[src/rtl/ffa_pkg.sv]
// ffa_pkg: shared types, codes and widths for the forest fire automaton step block
// used by ffa_ctrl, ffa_datapath and forest_fire_automaton_step; no dependencies
package ffa_pkg;

  // default grid bounds
  localparam int DEF_MAX_ROWS = 64;
  localparam int DEF_MAX_COLS = 64;

  // fixed field widths
  localparam int CELL_W    = 3;
  localparam int IN_ROW_W  = 6;
  localparam int IN_COL_W  = 6;
  localparam int CMD_W     = 2;
  localparam int CFG_W     = 7;
  localparam int CFG_IDX_W = 2;
  localparam int WIND_W    = 4;

  // stream widths
  localparam int S_TDATA_W = 16;
  localparam int S_TUSER_W = 2;
  localparam int M_TDATA_W = 8;

  typedef logic [CELL_W-1:0] cell_t;

  // cell codes
  localparam cell_t CELL_EMPTY   = 3'd0;
  localparam cell_t CELL_TREE    = 3'd1;
  localparam cell_t CELL_BURNING = 3'd2;
  localparam cell_t CELL_BURNT   = 3'd3;
  localparam cell_t CELL_WATER   = 3'd4;

  // wind flag bit positions
  localparam int DIR_N = 0;
  localparam int DIR_S = 1;
  localparam int DIR_W = 2;
  localparam int DIR_E = 3;

  localparam logic [WIND_W-1:0] WIND_ALL = 4'hF;
  localparam logic [WIND_W-1:0] WIND_RST = 4'h0;
  localparam logic [CFG_W-1:0]  ROWS_RST = 7'd64;
  localparam logic [CFG_W-1:0]  COLS_RST = 7'd64;

  typedef enum logic [CMD_W-1:0] {
    CMD_WRITE = 2'd0,
    CMD_READ  = 2'd1,
    CMD_STEP  = 2'd2
  } cmd_e;

  typedef enum logic [CFG_IDX_W-1:0] {
    CFG_ROWS = 2'd0,
    CFG_COLS = 2'd1,
    CFG_WIND = 2'd2
  } cfg_e;

  // what one scan slot does
  typedef enum logic [1:0] {
    SCAN_CLEAR,
    SCAN_MARK,
    SCAN_COMMIT
  } scan_e;

  typedef enum logic [2:0] {
    ST_CLEAR,
    ST_IDLE,
    ST_MARK,
    ST_MARK_END,
    ST_COMMIT,
    ST_COMMIT_END,
    ST_RESP
  } state_e;

  // controller to datapath
  typedef struct packed {
    logic  accept;
    logic  restart;
    logic  step;
    scan_e scan;
    logic  resp;
  } ctl_cmd_t;

  // datapath to controller
  typedef struct packed {
    logic last_slot;
    logic dims_zero;
    logic gen_req;
    logic out_free;
  } dp_sts_t;

endpackage

[src/rtl/ffa_ctrl.sv]
// ffa_ctrl: sequencer for access words, clearing pass and the two generation passes
// depends on ffa_pkg
module ffa_ctrl (
  input  logic              clk_i,
  input  logic              rst_ni,
  input  logic              s_tvalid_i,
  output logic              s_tready_o,
  input  ffa_pkg::dp_sts_t  sts_i,
  output ffa_pkg::ctl_cmd_t ctl_o
);
  import ffa_pkg::*;

  state_e state_q, state_d;

  // state register
  always_ff @(posedge clk_i or negedge rst_ni) begin
    if (!rst_ni) begin
      state_q <= ST_CLEAR;
    end else begin
      state_q <= state_d;
    end
  end

  // next state and commands
  always_comb begin
    state_d       = state_q;
    ctl_o         = '0;
    ctl_o.scan    = SCAN_MARK;
    s_tready_o    = 1'b0;
    unique case (state_q)
      ST_CLEAR: begin
        ctl_o.scan = SCAN_CLEAR;
        ctl_o.step = 1'b1;
        if (sts_i.last_slot) state_d = ST_IDLE;
      end
      ST_IDLE: begin
        s_tready_o = 1'b1;
        if (s_tvalid_i) begin
          ctl_o.accept  = 1'b1;
          ctl_o.restart = 1'b1;
          if (sts_i.gen_req && !sts_i.dims_zero) state_d = ST_MARK;
          else state_d = ST_RESP;
        end
      end
      ST_MARK: begin
        ctl_o.scan = SCAN_MARK;
        ctl_o.step = 1'b1;
        if (sts_i.last_slot) state_d = ST_MARK_END;
      end
      // last mark lands here, counter rewinds for the commit pass
      ST_MARK_END: begin
        ctl_o.restart = 1'b1;
        state_d       = ST_COMMIT;
      end
      ST_COMMIT: begin
        ctl_o.scan = SCAN_COMMIT;
        ctl_o.step = 1'b1;
        if (sts_i.last_slot) state_d = ST_COMMIT_END;
      end
      ST_COMMIT_END: begin
        ctl_o.scan = SCAN_COMMIT;
        state_d    = ST_RESP;
      end
      ST_RESP: begin
        if (sts_i.out_free) begin
          ctl_o.resp = 1'b1;
          state_d    = ST_IDLE;
        end
      end
      default: begin
        state_d = ST_IDLE;
      end
    endcase
  end

endmodule

[config.mk]
export PLATFORM = sky130hd
export DESIGN_NAME = ffa_ctrl
export DESIGN_NICKNAME = d
export VERILOG_FILES = /design/src/rtl/ffa_pkg.sv /design/src/rtl/ffa_ctrl.sv
export SDC_FILE = /design/constraint.sdc
export NUM_CORES = 1
export LEC_CHECK = 0
export BUFFER_PORTS_ARGS = -buffer_cell sky130_fd_sc_hd__clkbuf_2
export CAP_MARGIN = 10
export CORE_AREA = 10 10 47 49
export CTS_CLUSTER_DIAMETER = 40
export CTS_CLUSTER_SIZE = 20
export DETAILED_ROUTE_END_ITERATION = 7
export DIE_AREA = 0 0 57 59
export GPL_ROUTABILITY_DRIVEN = 0
export PLACE_DENSITY = 0.41
export SETUP_SLACK_MARGIN = 0.02
export SLEW_MARGIN = 20
export SYNTH_ARGS = -nofsm -noshare
export SYNTH_HDL_FRONTEND = slang
export SYNTH_SLANG_ARGS = --single-unit
[constraint.sdc]
create_clock -name clk_i -period 2 [get_ports clk_i]
set_clock_uncertainty 0.15 [all_clocks]
set_input_delay 0.2 -clock clk_i [delete_from_list [all_inputs] [get_ports clk_i]]
set_output_delay 0.2 -clock clk_i [all_outputs]
set_load 0.02 [all_outputs]
After elaboration in Yosys (flattened, before gate mapping)
Cells that the tools add are included.
{"block": "op_classes", "n_eq_ne": 11, "muxes": 15, "reduce_logical": 6}
{"cell": "$pmux W3 S7", "count": 1}
{"cell": "$mux W3", "count": 6}
{"cell": "$ne A2 B2 Y1 const B", "count": 5}
{"cell": "$eq A3 B3 Y1 const B", "count": 3}
{"cell": "$eq A3 B2 Y1 const B", "count": 2}
{"cell": "$mux W1", "count": 5}
{"cell": "$reduce_and A5 Y1", "count": 1}
{"cell": "$pmux W2 S2", "count": 1}
{"cell": "$eq A3 B1 Y1 const B", "count": 1}
{"cell": "$logic_not A3 Y1", "count": 1}
{"cell": "$reduce_or A3 Y1", "count": 1}
{"cell": "$mux W2", "count": 1}
{"cell": "$pmux W1 S2", "count": 1}
{"cell": "$reduce_or A2 Y1", "count": 1}
{"cell": "$logic_and A1 B1 Y1", "count": 1}
{"cell": "$logic_not A1 Y1", "count": 1}
{"block": "word_totals", "register_bits": 3, "output_inout_bits": 7, "wordCells": 33}

Longest topological paths before layout
{"block": "depth", "word_depth": 5, "depth_mapped": 4, "ltp_nobuf": 3}

Worst setup path after synthesis
Ideal clock, no wire load.
{"block": "synth_path", "path_kind": "register to output", "start": "register state_q[2]", "end": "output port ctl_o[5] (netlist name)", "arrival_time_ps": 1062, "t_required_ps": 1650, "setup_slack_ps": 588, "path_stages_with_launch": 5, "path_cell_list": "dfrtp_1 > buf_2 > nand2b_4 > nor2_4 > and2_1"}
{"element": "start: declaration", "line_no": "ffa_ctrl.sv:13", "source": "state_e state_q, state_d;"}
{"element": "start signal: assignment", "line_no": "ffa_ctrl.sv:20", "source": "state_q <= state_d;"}
{"element": "end: declaration", "line_no": "ffa_ctrl.sv:9", "source": "output ffa_pkg::ctl_cmd_t ctl_o"}

==> results.yml <==
min_path:
  holdCritPathClass: "primary input to flop"
  hold_end: "state_q[0]"
  min_from: "s_tvalid_i"
  hold_depth: 2
detailed_routing:
  first_pass_iters: 3
  wire_per_inst_um: 10.5
  ant_nets: 0
  viasPerCell: 4.15
  vias: 245
  drcViolationCount: 0
  drtIter0Drc: 4
  drt_wl_total_um: 621
cts:
  cts_max_level: 1
  cts_setup_buffers: 0
  ctsLongestPathBuffers: 2
  cts_root_buffer: "clkbuf_4"
  cts_tree: "yes"
  insertion_delay_ns: 0.23
  clkTransAtPathRegs_ns: 0.04
  clkSinkCount: 3
  numCtsBuffers: 3
timing:
  tns_ns: 0
  tightest_slew_ns: 0.426
  finalHoldViolCount: 0
  setup_viol: 0
  slew_headroom: 0.716
  fin_ws_ns: 0.368
  finalMaxSlewViolations: 0
  finalCritPeriodShare: 0.816
  worst_hold_slack_ns: 0.112
  rsz0062_at_grt: "no"
  fin_crit_ns: 1.63
  fmax_mhz: 613
power:
  p_sw_mw: 0.286
  clockPowerShare: 0.184
  internal_power_mw: 0.295
  swShare: 0.492
  p_per_area_mw_per_mm2: 1670
  p_leak_nw: 0.175
  p_seq_frac: 0.301
  p_comb_frac: 0.515
  power_mw: 0.581
  vdd_drop_max_mv: 0.466
finish:
  final_nets: 51
  reg_top3: "state_q: 3 flops"
  drive_gt1_frac: 0.512
  regMostFlops: "state_q"
  final_core_util: 0.248
  areaGrowthSynthToFinish_pct: 45.6
  largest_reg_flops: 3
  final_cell_count_no_fill: 59
  diodes: 0
  stdcell_area_um2: 348
global_routing:
  antenna_found_initial: 0
  grt_pass1_wl_mm: 1.15
  track_usage: 0.0453
  grt-ovfl-total: 0
  first_global_vias: 286
  grt_max_degree: 13
critical_path:
  critical_path.cell_chain: "nand2b_4, nor2_4, and2_1, clkbuf_2"
  required_ns: 1.65
  crit_buf_inv: 1
  worstRegToRegCells: 2
  crit_type: "flop to primary output"
  crit_family: "flip-flops"
  cp_max_fo: 10
  cp-start-kind: "flop"
  crit_cells: 4
  critPathArrivalTime_ns: 1.28
  slowest_stage: "dfrtp_1"
  reg2reg_from: "state_q[1]"
  reg2reg_slack_ns: 0.75
  cpPeakStageDelay_ns: 0.48
  r2r_end: "state_q[0]"
  cp-end-kind: "primary output"
synthesis:
  synthCells: 27
  yosysWarnings: 0
  avgSynthCellArea_um2: 8.85
  synth_seq_cells: 3
  synth_fp_nets: 34
  synth.distinct_cells: 17
  syn_area_um2: 239
  yosysSeqAreaShare: 0.314
die:
  die_x_um: 57
  die_h_um: 59
  initial_core_util: 0.171
  core_mm2: 0.00140
  ios: 14
  die_area_mm2: 0.00336
  num_rows: 14
placement:
  pre_cts_slack_ns: 0.621
  port_buffers: 13
  dp.cells: 54
  dp_hpwl_um: 497
  placed_area_um2: 312
outcome:
  status: "complete, no violations"
flow_run:
  drv_cap: 0
-- worst register-to-register path: cells and delay by family (launching register included) --
kind / cells / cell delay, ns
DFF: 1 / 0.52
AOI/OAI and AO/OA: 2 / 0.47
-- cell usage after synthesis --
master	instances	area, um2
a211o_2	1	10.0
a21oi_1	3	15.0
and2_1	1	6.26
and4b_2	1	11.3
buf_2	1	5.00
buf_4	1	7.51
dfrtp_1	3	75.1
inv_1	2	7.51
nand2_1	1	3.75
nand2b_1	1	6.26
nand2b_4	1	13.8
nor2_1	3	11.3
nor2_4	1	11.3
nor2b_1	1	6.26
o211ai_2	1	12.5
o21ai_0	4	20.0
o311ai_2	1	16.3
-- per-layer routing --
| layer | wire length (um) | GRT usage |
|---|---|---|
| met4 | 25 | 0.0604 |
| met1 | 275 | 0.0415 |
| met2 | 272 | 0.0605 |
| met3 | 47 | 0.0279 |
| met5 | 0 | 0 |
-- timing repair --
item,in CTS,in global routing
hold buffers,1,0
hold endpoints to repair,3,0
resized for setup,0,0
-- worst max-delay path by stage --
stage | startpoint | to | slack (ns)
final | state_q[2] | ctl_o[5] | 0.37
after global routing | state_q[2] | ctl_o[5] | 0.28
after CTS | state_q[2] | ctl_o[5] | 0.36
after floorplan | state_q[2] | ctl_o[5] | 0.59
after global placement | state_q[2] | ctl_o[5] | 0.61
after detailed placement | state_q[2] | ctl_o[5] | 0.62
-- layout make-up --
cell class              instances  area (um2)
multi-input cells              20         144
clock buffers                   4        26.3
inverters                       2        7.51
fillers                       163        1050
flip-flops and latches          3        75.1
well taps                      16        20.0
repair buffers                 14        75.1
-- power groups by stage --
stage                     logic [mW]  clock network, mW  registers (mW)
after floorplan                0.277                  0           0.121
after global placement         0.306                  0           0.177
after detailed placement       0.303                  0           0.175
after CTS                      0.305              0.110           0.175
after global routing           0.337              0.113           0.187
final                          0.299              0.107           0.175
-- kinds of logic after synthesis --
group / synth area share
buf+inv: 0.0838
flops: 0.314
compound gates: 0.309
simple gates: 0.293
-- cells in the final DEF (no fill, tap or decap) --
cell type / instances
clkbuf_2: 13
o21ai_0: 4
nor2_1: 3
a21oi_1: 3
clkbuf_4: 3
dfrtp_1: 3
inv_1: 2
nor2b_1: 1
nand2b_4: 1
nor2_4: 1
and2_1: 1
nand2b_1: 1
and4b_2: 1
o211ai_2: 1
nand2_1: 1
a211o_2: 1
o311ai_2: 1
clkbuf_1: 1
dlygate4sd3_1: 1
Power figures use the tool's default switching activity.
